--- config.mk ---
export PLATFORM = sky130hd
export DESIGN_NAME = stable_min_priority_queue
export DESIGN_NICKNAME = d
export VERILOG_FILES = /design/src/rtl/smpq_pkg.sv /design/src/rtl/smpq_cell.sv /design/src/rtl/stable_min_priority_queue.sv
export SDC_FILE = /design/constraint.sdc
export NUM_CORES = 2
export LEC_CHECK = 0
export ABC_CLOCK_PERIOD_IN_PS = 6600
export BUFFER_PORTS_ARGS = -buffer_cell sky130_fd_sc_hd__clkbuf_2
export CAP_MARGIN = 25
export CORE_MARGIN = 8
export CORE_UTILIZATION = 35
export DETAILED_ROUTE_END_ITERATION = 10
export GPL_TIMING_DRIVEN = 0
export HOLD_SLACK_MARGIN = 0.08
export SLEW_MARGIN = 20
export SYNTH_ARGS = -nofsm -noshare
export SYNTH_HDL_FRONTEND = slang
export SYNTH_SLANG_ARGS = --single-unit
--- constraint.sdc ---
create_clock -name clk -period 6.6 [get_ports clk]
set_clock_uncertainty 0.05 [all_clocks]
set_input_delay 0.33 -clock clk [delete_from_list [all_inputs] [get_ports clk]]
set_output_delay 0.33 -clock clk [all_outputs]
set_load 0.005 [all_outputs]
--- src/rtl/smpq_pkg.sv ---
`timescale 1ns / 1ps
`default_nettype none

package smpq_pkg;

  localparam int DEPTH         = 16;
  localparam int PAYLOAD_WIDTH = 32;

  // Payload field on the stream is 32 bits; only this many bits are kept.
  localparam int STORE_W = (PAYLOAD_WIDTH < 32) ? PAYLOAD_WIDTH : 32;
  localparam int CNT_W   = $clog2(DEPTH + 1);

  localparam int PRIO_W = 16;
  localparam int DATA_W = 32;
  localparam int STAT_W = 2;
  localparam int OCC_W  = 5;

  typedef enum logic {
    FUNC_INSERT = 1'b0,
    FUNC_REMOVE = 1'b1
  } func_t;

  typedef enum logic [STAT_W-1:0] {
    ST_OK    = 2'd0,
    ST_EMPTY = 2'd1,
    ST_FULL  = 2'd2
  } status_t;

  typedef struct packed {
    logic signed [PRIO_W-1:0] prio;
    logic [STORE_W-1:0]       payload;
  } entry_t;

  // Control broadcast to every cell of the chain.
  typedef struct packed {
    logic   ins;
    logic   rem;
    entry_t new_entry;
  } cell_ctrl_t;

endpackage

`default_nettype wire

--- src/rtl/smpq_cell.sv ---
`timescale 1ns / 1ps
`default_nettype none

module smpq_cell (
  input  wire logic                clk,
  input  wire smpq_pkg::cell_ctrl_t ctrl,
  input  wire logic                occ,
  input  wire smpq_pkg::entry_t    prev_entry,
  input  wire logic                prev_ahead,
  input  wire smpq_pkg::entry_t    next_entry,
  output smpq_pkg::entry_t         entry,
  output logic                     ahead
);
  import smpq_pkg::*;

  // The new entry goes ahead of this one only on a strictly smaller priority,
  // so equal priorities stay in arrival order.
  assign ahead = !occ || ($signed(ctrl.new_entry.prio) < $signed(entry.prio));

  always_ff @(posedge clk) begin
    if (ctrl.ins) begin
      if (prev_ahead) begin
        entry <= prev_entry;
      end else if (ahead) begin
        entry <= ctrl.new_entry;
      end
    end else if (ctrl.rem) begin
      entry <= next_entry;
    end
  end

endmodule

`default_nettype wire

--- src/rtl/stable_min_priority_queue.sv ---
// Stable minimum priority queue, held as a sorted chain of cells.
// Input stream: s_tuser selects the request (0 insert, 1 remove minimum);
// s_tdata carries the payload and the signed priority of an insert.
// Output stream: one response per request with the removed payload, a
// status (0 ok, 1 remove on empty, 2 insert on full) and the occupancy
// after the request.
// The chain keeps entries ordered by priority and, within a priority, by
// arrival, so the head cell always holds the entry to remove. An insert
// shifts the tail of the chain one cell back; a remove shifts it forward.
// Every request is done in the cycle it is accepted: the response appears
// on the master side in the next cycle, and a new request is taken every
// cycle as long as the response register is empty or being drained.
// When the receiver stalls, the response register holds and s_tready
// drops until the response is taken.
// Reset empties the queue and drops m_tvalid; stored entries and the
// response fields themselves are not cleared.
`timescale 1ns / 1ps
`default_nettype none

module stable_min_priority_queue (
  input  wire logic        clk,
  input  wire logic        rst,
  input  wire logic        s_tvalid,
  output logic             s_tready,
  input  wire logic [47:0] s_tdata,   // [31:0] payload, [47:32] prio
  input  wire logic        s_tuser,   // [0] func
  output logic             m_tvalid,
  input  wire logic        m_tready,
  output logic [39:0]      m_tdata    // [31:0] out_payload, [33:32] status,
                                      // [38:34] occupancy, [39] zero
);
  import smpq_pkg::*;

  logic [CNT_W-1:0]    count;
  logic [DATA_W-1:0]   out_payload;
  status_t             status;
  logic [OCC_W-1:0]    occupancy;

  entry_t     entries [DEPTH];
  logic       aheads  [DEPTH];
  cell_ctrl_t ctrl;

  logic accept;
  logic is_remove;
  logic full;
  logic empty;

  assign s_tready  = !m_tvalid || m_tready;
  assign accept    = s_tvalid && s_tready;
  assign is_remove = (s_tuser == FUNC_REMOVE);
  assign full      = (count == CNT_W'(DEPTH));
  assign empty     = (count == '0);

  assign ctrl.ins                = accept && !is_remove && !full;
  assign ctrl.rem                = accept && is_remove && !empty;
  assign ctrl.new_entry.prio     = s_tdata[47:32];
  assign ctrl.new_entry.payload  = s_tdata[STORE_W-1:0];

  for (genvar i = 0; i < DEPTH; i++) begin : g_cell
    entry_t prev_e;
    logic   prev_b;
    entry_t next_e;

    if (i == 0) begin : g_head
      assign prev_e = ctrl.new_entry;
      assign prev_b = 1'b0;
    end else begin : g_body
      assign prev_e = entries[i-1];
      assign prev_b = aheads[i-1];
    end

    if (i == DEPTH - 1) begin : g_tail
      assign next_e = entries[i];
    end else begin : g_mid
      assign next_e = entries[i+1];
    end

    smpq_cell u_cell (
      .clk        (clk),
      .ctrl       (ctrl),
      .occ        (count > CNT_W'(i)),
      .prev_entry (prev_e),
      .prev_ahead (prev_b),
      .next_entry (next_e),
      .entry      (entries[i]),
      .ahead      (aheads[i])
    );
  end

  always_ff @(posedge clk) begin
    if (rst) begin
      count    <= '0;
      m_tvalid <= 1'b0;
    end else begin
      if (accept) begin
        m_tvalid <= 1'b1;
      end else if (m_tready) begin
        m_tvalid <= 1'b0;
      end
      if (ctrl.ins) begin
        count <= count + 1'b1;
      end else if (ctrl.rem) begin
        count <= count - 1'b1;
      end
    end
  end

  always_ff @(posedge clk) begin
    if (accept) begin
      out_payload <= '0;
      status      <= ST_OK;
      if (is_remove) begin
        if (empty) begin
          status    <= ST_EMPTY;
          occupancy <= '0;
        end else begin
          out_payload <= DATA_W'(entries[0].payload);
          occupancy   <= OCC_W'(count - 1'b1);
        end
      end else begin
        if (full) begin
          status    <= ST_FULL;
          occupancy <= OCC_W'(count);
        end else begin
          occupancy <= OCC_W'(count + 1'b1);
        end
      end
    end
  end

  assign m_tdata = {1'b0, occupancy, status, out_payload};

endmodule

`default_nettype wire
# Yosys cells after proc, flatten, opt, wreduce, memory -nomap -nowiden
# Cells that the tools add are included.
[totals] ff_bits=813 inputBits=53 wordCells=222 output_inout_bits=42
[op_classes] add_sub_neg=2 mux=71 n_eq_ne=16 n_reduce_logical=63 bitwise_logic=1 magnitude_cmp=32
[ops] operator="2-to-1 mux 48 bit" count=61
[ops] operator="less-than comparator 16 bit" count=16
[ops] operator="inequality test 3 x 1 -> 1 bit, second input constant" count=14
[ops] operator="greater-than comparator 5 x 4 -> 1 bit, second input constant" count=8
[ops] operator="AND reduction 2 bit" count=16
[ops] operator="2-to-1 mux 5 bit" count=5
[ops] operator="greater-than comparator 5 x 3 -> 1 bit, second input constant" count=4
[ops] operator="zero test 1 bit" count=20
[ops] operator="logical OR 1 bit" count=17
[ops] operator="greater-than comparator 5 x 1 -> 1 bit, second input constant" count=2
[ops] operator="greater-than comparator 5 x 2 -> 1 bit, second input constant" count=2
[ops] operator="nonzero test 2 bit" count=3
[ops] operator="adder 5 x 1 -> 5 bit, second input constant" count=1
[ops] operator="equality test 5 bit, second input constant" count=1
[ops] operator="logical AND 1 bit" count=5
[ops] operator="zero test 5 bit" count=1
[ops] operator="subtractor 5 x 1 -> 5 bit, second input constant" count=1
[ops] operator="2-to-1 mux 2 bit" count=2
[ops] operator="2-to-1 mux 1 bit" count=3
[ops] operator="inequality test 2 x 1 -> 1 bit, second input constant" count=1
[ops] operator="OR reduction 2 bit" count=1
[ops] operator="inverter 1 bit" count=1

# Logic depth before layout (Yosys ltp)
[logic_depth] depth_word=7 ltp_mapped=12 depth_no_buf=9

# By module
# A second synthesis with hierarchy kept.
[unflattened] cells_unflattened=4535 area_unflattened_um2=48451.5
[by_module_without_submodules] mod="smpq_cell at g_cell[0].u_cell ..." seq_area_each_um2=1441.4 area_per_inst_um2=2904.0 cells_each=272 n_inst=10
[by_module_without_submodules] mod="smpq_cell at g_cell[4].u_cell ..." seq_area_each_um2=1441.4 area_per_inst_um2=2859.0 cells_each=269 n_inst=6
[by_module_without_submodules] mod="stable_min_priority_queue" seq_area_each_um2=1291.2 area_per_inst_um2=2257.2 cells_each=201 n_inst=1

# Least setup slack after synthesis
# OpenSTA, ideal clock, no wires.
[synth_path] path_kind="input -> register" start="in m_tready" end="reg g_cell[3].u_cell.entry[0] in the netlist's numbering (enable)" arrival_time_ns=5.215 setup_slack_ns=0.853 stages=7 n_path_buf=2 required_ns=6.068 setup_time_ns=0.482 cell_sequence="nand2b_1 nand2_1 clkinv_1 clkbuf_1 o21ai_1 clkbuf_1 a31oi_1"
[synth_between] elab_chain_len=6 elab_cells_between_ends=9 classes_between="eq/ne: 1; reduce/logical: 8"
[synth_rtl] element="from (decl)" line="stable_min_priority_queue.sv:28" rtl="input wire logic m_tready,"
[synth_rtl] element="logical OR 1 bit (*)" line="stable_min_priority_queue.sv:48" rtl="assign s_tready = !m_tvalid || m_tready;"
[synth_rtl] element="logical AND 1 bit (*)" line="stable_min_priority_queue.sv:49" rtl="assign accept = s_tvalid && s_tready;"
[synth_rtl] element="named net accept" line="stable_min_priority_queue.sv:43" rtl="logic accept;"
[synth_rtl] element="logical AND 1 bit (on tied branches) (2 in a row)" line="stable_min_priority_queue.sv:54, stable_min_priority_queue.sv:55"
[synth_rtl] element="inequality test 3 x 1 -> 1 bit (no source line) / nonzero test 2 bit (equally long branches)"
[synth_rtl] element="AND reduction 2 bit (no source line) (*)"
[synth_rtl] element="to (signal assigned)" line="smpq_cell.sv:23" rtl="entry <= prev_entry;"
[synth_rtl] element="to (signal assigned)" line="smpq_cell.sv:25" rtl="entry <= ctrl.new_entry;"
[synth_rtl] element="to (signal assigned)" line="smpq_cell.sv:28" rtl="entry <= next_entry;"
[synth_rtl] element="to (decl)" line="smpq_cell.sv:11" rtl="output smpq_pkg::entry_t entry,"
# The timed path passes the listed nets; every way through them passes the cells marked *.
# A chain may end at the register's enable or synchronous reset.

# Worst setup path after layout
[layout_path] start="reg count[1]" end="reg g_cell[9].u_cell.entry[14] in the netlist's numbering (enable)"
[layout_between] elab_chain_len=5 elab_cells_between_ends=15 classes_between="order compare: 2; eq/ne: 2; reduce/logical: 11"
[layout_rtl] element="from (decl)" line="stable_min_priority_queue.sv:34" rtl="logic [CNT_W-1:0] count;"
[layout_rtl] element="from (signal assigned)" line="stable_min_priority_queue.sv:101" rtl="count <= count + 1'b1;"
[layout_rtl] element="from (signal assigned)" line="stable_min_priority_queue.sv:103" rtl="count <= count - 1'b1;"
[layout_rtl] element="greater-than comparator 5 x 4 -> 1 bit, or another cell as far along" line="stable_min_priority_queue.sv:81" rtl=".occ (count > CNT_W'(i)),"
[layout_rtl] element="zero test 1 bit (on tied branches)" line="smpq_cell.sv:18, stable_min_priority_queue.sv:54, stable_min_priority_queue.sv:55"
[layout_rtl] element="logical OR 1 bit, or another cell as far along" line="smpq_cell.sv:18" rtl="assign ahead = !occ || ($signed(ctrl.new_entry.prio) < $signed(entry.prio));"
[layout_rtl] element="inequality test 3 x 1 -> 1 bit (no source line) / nonzero test 2 bit (equally long branches)"
[layout_rtl] element="AND reduction 2 bit (no source line) (*)"
[layout_rtl] element="to (signal assigned)" line="smpq_cell.sv:23"
[layout_rtl] element="to (signal assigned)" line="smpq_cell.sv:25"
[layout_rtl] element="to (signal assigned)" line="smpq_cell.sv:28"
[layout_rtl] element="to (decl)" line="smpq_cell.sv:11"
# Every way passes the cells marked *; elsewhere a longest branch is shown, timed or not.

==> flow_summary_export.csv <==
group,metric,value,unit
power,worst_ir_drop_vdd,0.223,mV
route,detail_route.wirelength,170,mm
setup_path,reg2regPathDepth,13,
route,detailedRoute.firstPassIterationCount,6,
clock_tree,clkSinkCount,813,
cells_and_area,fillers,12500,
clock_tree,cts.path.max_buffers,3,
global_route,grt.met3_usage,4.84,%
timing,finalSetupViolations,0,
floorplan,core_region_area,129000,sq um
global_route,use_met2,36.5,%
setup_path,crit_path_cell_trace,"clkbuf_1 > inv_1 > ha_1 > nor3b_4 > a21oi_2 > nand2_1 > buf_2 > buf_2 > buf_1 > nor2_1 > a21oi_4 > buf_16 > buf_16",
floorplan,std_cell_rows,132,
placed_design,place_congestion,0.925,
synth,synth.yosys.seq_area_share,53.3,%
global_route,grt_util_all_layers,23.1,%
timing,whs,245,ps
clock_tree,clkSlewWorstSetupHoldPaths,60,ps
synth,mappedNetlistArea,45700,sq um
setup_path,worstSetupPathType,"flip-flop to flip-flop",
worst_hold_path,min-delay-path-class,"input pin to flip-flop",
worst_hold_path,worstHoldEndpoint,"count[4]",
placed_design,pre_cts_slack,1520,ps
timing,totalNegativeSetupSlack,0,ps
synth,synth.distinct_cells,63,
setup_path,critical_path_arrival,5470,ps
timing,setup_repair_after_global_routing_missed_its_margin,"false",
job,drv.max_cap_violation_count,0,
worst_hold_path,timing.hold.worst_path_depth,6,
synth,post_synth_main_area_contributors,"sky130_fd_sc_hd__edfxtp_1 53%, sky130_fd_sc_hd__ha_1 6.7%, sky130_fd_sc_hd__a221o_1 6.5%",
global_route,grt_pass1_wl,250,mm
cells_and_area,postLayoutCoreUtil,40.8,%
synth,ys_async_rst_share,0,%
setup_path,crit_required,6910,ps
setup_path,critical_path_buf_inv_count,7,
placed_design,dp_hpwl,129,mm
outcome,outcome,"complete, no violations",
setup_path,timing.rr.end,"g_cell[9].u_cell.entry[14]",
timing,tightestPinTransition,1160,ps
placed_design,dpl.cell_count,6185,
clock_tree,clock_latency,670,ps
route,drtAntennaViolNets,0,
clock_tree,clk_root_buffer_cell,"sky130_fd_sc_hd__clkbuf_16",
floorplan,dieArea,142000,sq um
route,wl_per_cell,26.6,um
route,drt_iter0_markers,4603,
timing,timing.max_slew.rel_slack,22.7,%
timing,max_freq,194,MHz
worst_hold_path,worst_hold_start,"m_tready",
synth,yosys.area.top_type,"sky130_fd_sc_hd__edfxtp_1",
clock_tree,tritoncts_buffer_count,90,
timing,final_period_minus_worst_setup_slack,5160,ps
global_route,overflow_after_grt,0,
floorplan,initial_utilization,35.3,%
setup_path,crit_fanout,19,
timing,finalHoldViolCount,0,
global_route,largest_net_degree_at_the_start_of_global_routing,36,
setup_path,critical_path.endpoint_type,"flip-flop",
setup_path,cp_slowest_stage_delay,630,ps
synth,yosys_most_used_dff,"sky130_fd_sc_hd__edfxtp_1",
power,cellLeakagePower,20.9,nW
setup_path,critPathSlowestCell,"sky130_fd_sc_hd__buf_1",
cells_and_area,stdcell_count,6389,
global_route,antenna_found_initial,10,
cells_and_area,final_layout_size_suffix_gt1_share,8.42,%
floorplan,num_io_pins,95,
cells_and_area,finalNetCount,4868,
route,drc,0,
route,avgViaCountPerCell,5.94,
global_route,grtUsageMet1,30.8,%
global_route,busiest_layer,"met2",
placed_design,port_buffers,92,
synth,netlist.area_leader.share,53.1,%
clock_tree,cts.repair.resized,0,
synth,number_of_flops_mapped_to_enable_cells_by_yosys,807,
global_route,first_global_vias,37500,
synth,mappedNetlistNets,4605,
route,routed-via-count,38000,
synth,synth_seq_cells,813,
synth,yosys_warnings,0,
setup_path,reg2reg_slack,1440,ps
floorplan,chipWidth,377,um
synth,postSynthAreaPerCell,10.6,sq um
timing,finalMaxSlewViolations,0,
clock_tree,htree_num_levels,3,
clock_tree,tritoncts,"yes",
setup_path,cp_top_family,"buffers and inverters",
timing,fin_crit_sh,78.1,%
cells_and_area,areaGrowthSynthToFinish,15.7,%
setup_path,r2r_start,"count[1]",
setup_path,setup.worst_path.start_class,"flip-flop",
floorplan,die_h,377,um
timing,finalWorstSetupSlack,1440,ps
power,powerDensity,276,nW/um^2
synth,syn-instance-count,4307,
layer usage:
metal / wire [um] / vias to the layer above
li1: - / 16800
met1: 68600 / 18700
met2: 76300 / 2119
met3: 17500 / 340
met4: 7820 / 0
met5: 0 / -
how the worst max path moves through the flow:
stage,slack [ps],cells past startpoint,from,to
final,1440,13,count[1],g_cell[9].u_cell.entry[14]
after global routing,1260,13,count[1],g_cell[9].u_cell.entry[12]
after CTS,1520,14,count[1],g_cell[6].u_cell.entry[14]
after detailed placement,1520,11,s_tdata[42],g_cell[12].u_cell.entry[15]
after global placement,-4310,8,m_tready,g_cell[1].u_cell.entry[17]
after floorplan,850,7,m_tready,g_cell[3].u_cell.entry[0]
what timing repair did:
| action | 4_1_cts | 5_1_grt |
|---|---|---|
| hold buffers | 35 | 0 |
| buffers inserted | 0 | 0 |
| endpoints found under the hold margin | 62 | 0 |
cells in the final DEF, fill, tap and decap left out, drive strengths merged, types with 9 or more instances in the layout:
cell	n
a2111oi	10
a21o	36
a21oi	192
a221o	295
a22oi	60
a31oi	9
and3	124
and4	9
buf	176
clkbuf	441
clkinv	39
dlygate4sd3	35
edfxtp	807
ha	245
inv	264
mux2	52
mux2i	101
nand2	596
nand2b	24
nand3	267
nand4	22
nor2	290
nor2b	11
nor3	107
nor4	11
o211ai	237
o21a	9
o21ai	89
o221ai	12
registers in the layout (all words and copies together) (netlist names):
name	flops
out_payload	32
status	2
occupancy	5
count	5
m_tvalid	1
g_cell.u_cell.entry	768
cells in the mapped netlist, types with 8 or more instances:
cell	number
sky130_fd_sc_hd__a2111oi_0	10
sky130_fd_sc_hd__a21o_1	36
sky130_fd_sc_hd__a21oi_1	191
sky130_fd_sc_hd__a221o_1	295
sky130_fd_sc_hd__a22oi_1	60
sky130_fd_sc_hd__a31oi_1	9
sky130_fd_sc_hd__and3_1	124
sky130_fd_sc_hd__and4_1	9
sky130_fd_sc_hd__buf_1	71
sky130_fd_sc_hd__buf_2	53
sky130_fd_sc_hd__clkbuf_1	234
sky130_fd_sc_hd__edfxtp_1	807
sky130_fd_sc_hd__ha_1	245
sky130_fd_sc_hd__inv_1	259
sky130_fd_sc_hd__mux2_1	31
sky130_fd_sc_hd__mux2_2	21
sky130_fd_sc_hd__mux2i_1	100
sky130_fd_sc_hd__nand2_1	596
sky130_fd_sc_hd__nand2b_1	24
sky130_fd_sc_hd__nand3_1	267
sky130_fd_sc_hd__nand4_1	22
sky130_fd_sc_hd__nor2_1	290
sky130_fd_sc_hd__nor2b_1	11
sky130_fd_sc_hd__nor3_1	101
sky130_fd_sc_hd__nor4_1	11
sky130_fd_sc_hd__o211ai_1	237
sky130_fd_sc_hd__o21a_1	9
sky130_fd_sc_hd__o21ai_0	82
sky130_fd_sc_hd__o221ai_1	12
sky130_fd_sc_hd__or3_1	8
cells by family (layout without fill, tap and decap cells):
logic type / after synthesis / after routing / synth area share (%)
adders and majority gates: 245 / 245 / 6.71
AOI/OAI and AO/OA: 984 / 984 / 16.4
xor gates and xnor gates: 5 / 5 / 0.0959
buffers and inverters: 629 / 966 / 5.40
other: 1 / 4 / 0.00821
muxes: 153 / 153 / 3.51
DFF: 813 / 813 / 53.3
and+or+nand+nor: 1477 / 1477 / 14.5
final cells by class:
cell class | instances | area [sq um] | area share (%)
Clock inverter | 53 | 490 | 0.928
Clock buffer | 113 | 2350 | 4.45
Tap cell | 1742 | 2180 | 4.13
Timing Repair Buffer | 171 | 1880 | 3.56
Multi-Input combinational cell | 2865 | 19100 | 36.1
Buffer | 368 | 1500 | 2.83
Sequential cell | 813 | 24400 | 46.1
Inverter | 261 | 980 | 1.85
Antenna cell | 3 | 7.51 | 0.0142
worst min-delay path, stage by stage:
cell and delay, ps:
sky130_fd_sc_hd__clkbuf_2 70, sky130_fd_sc_hd__nand2b_1 130, sky130_fd_sc_hd__nand2_1 80, sky130_fd_sc_hd__o21ai_0 140
sky130_fd_sc_hd__a22oi_1 70, sky130_fd_sc_hd__nor2_1 90
metrics by stage:
step | instance area [sq um] | power, mW
after CTS | 52800 | 14.6
final | 52800 | 14.6
after global placement | 48300 | 9.35
after global routing | 52800 | 15.1
after detailed placement | 49600 | 9.54
after floorplan | 45700 | 8.30
report_power, final:
part / total (mW) / leakage (nW) / switching (mW) / internal (mW)
clock network: 5.08 / 1.39 / 2.27 / 2.81
registers: 6.60 / 7.68 / 0.244 / 6.35
logic: 2.92 / 11.8 / 1.95 / 0.974
total: 14.6 / 20.9 / 4.46 / 10.1
Note: power is estimated with default switching activity, not from simulation.
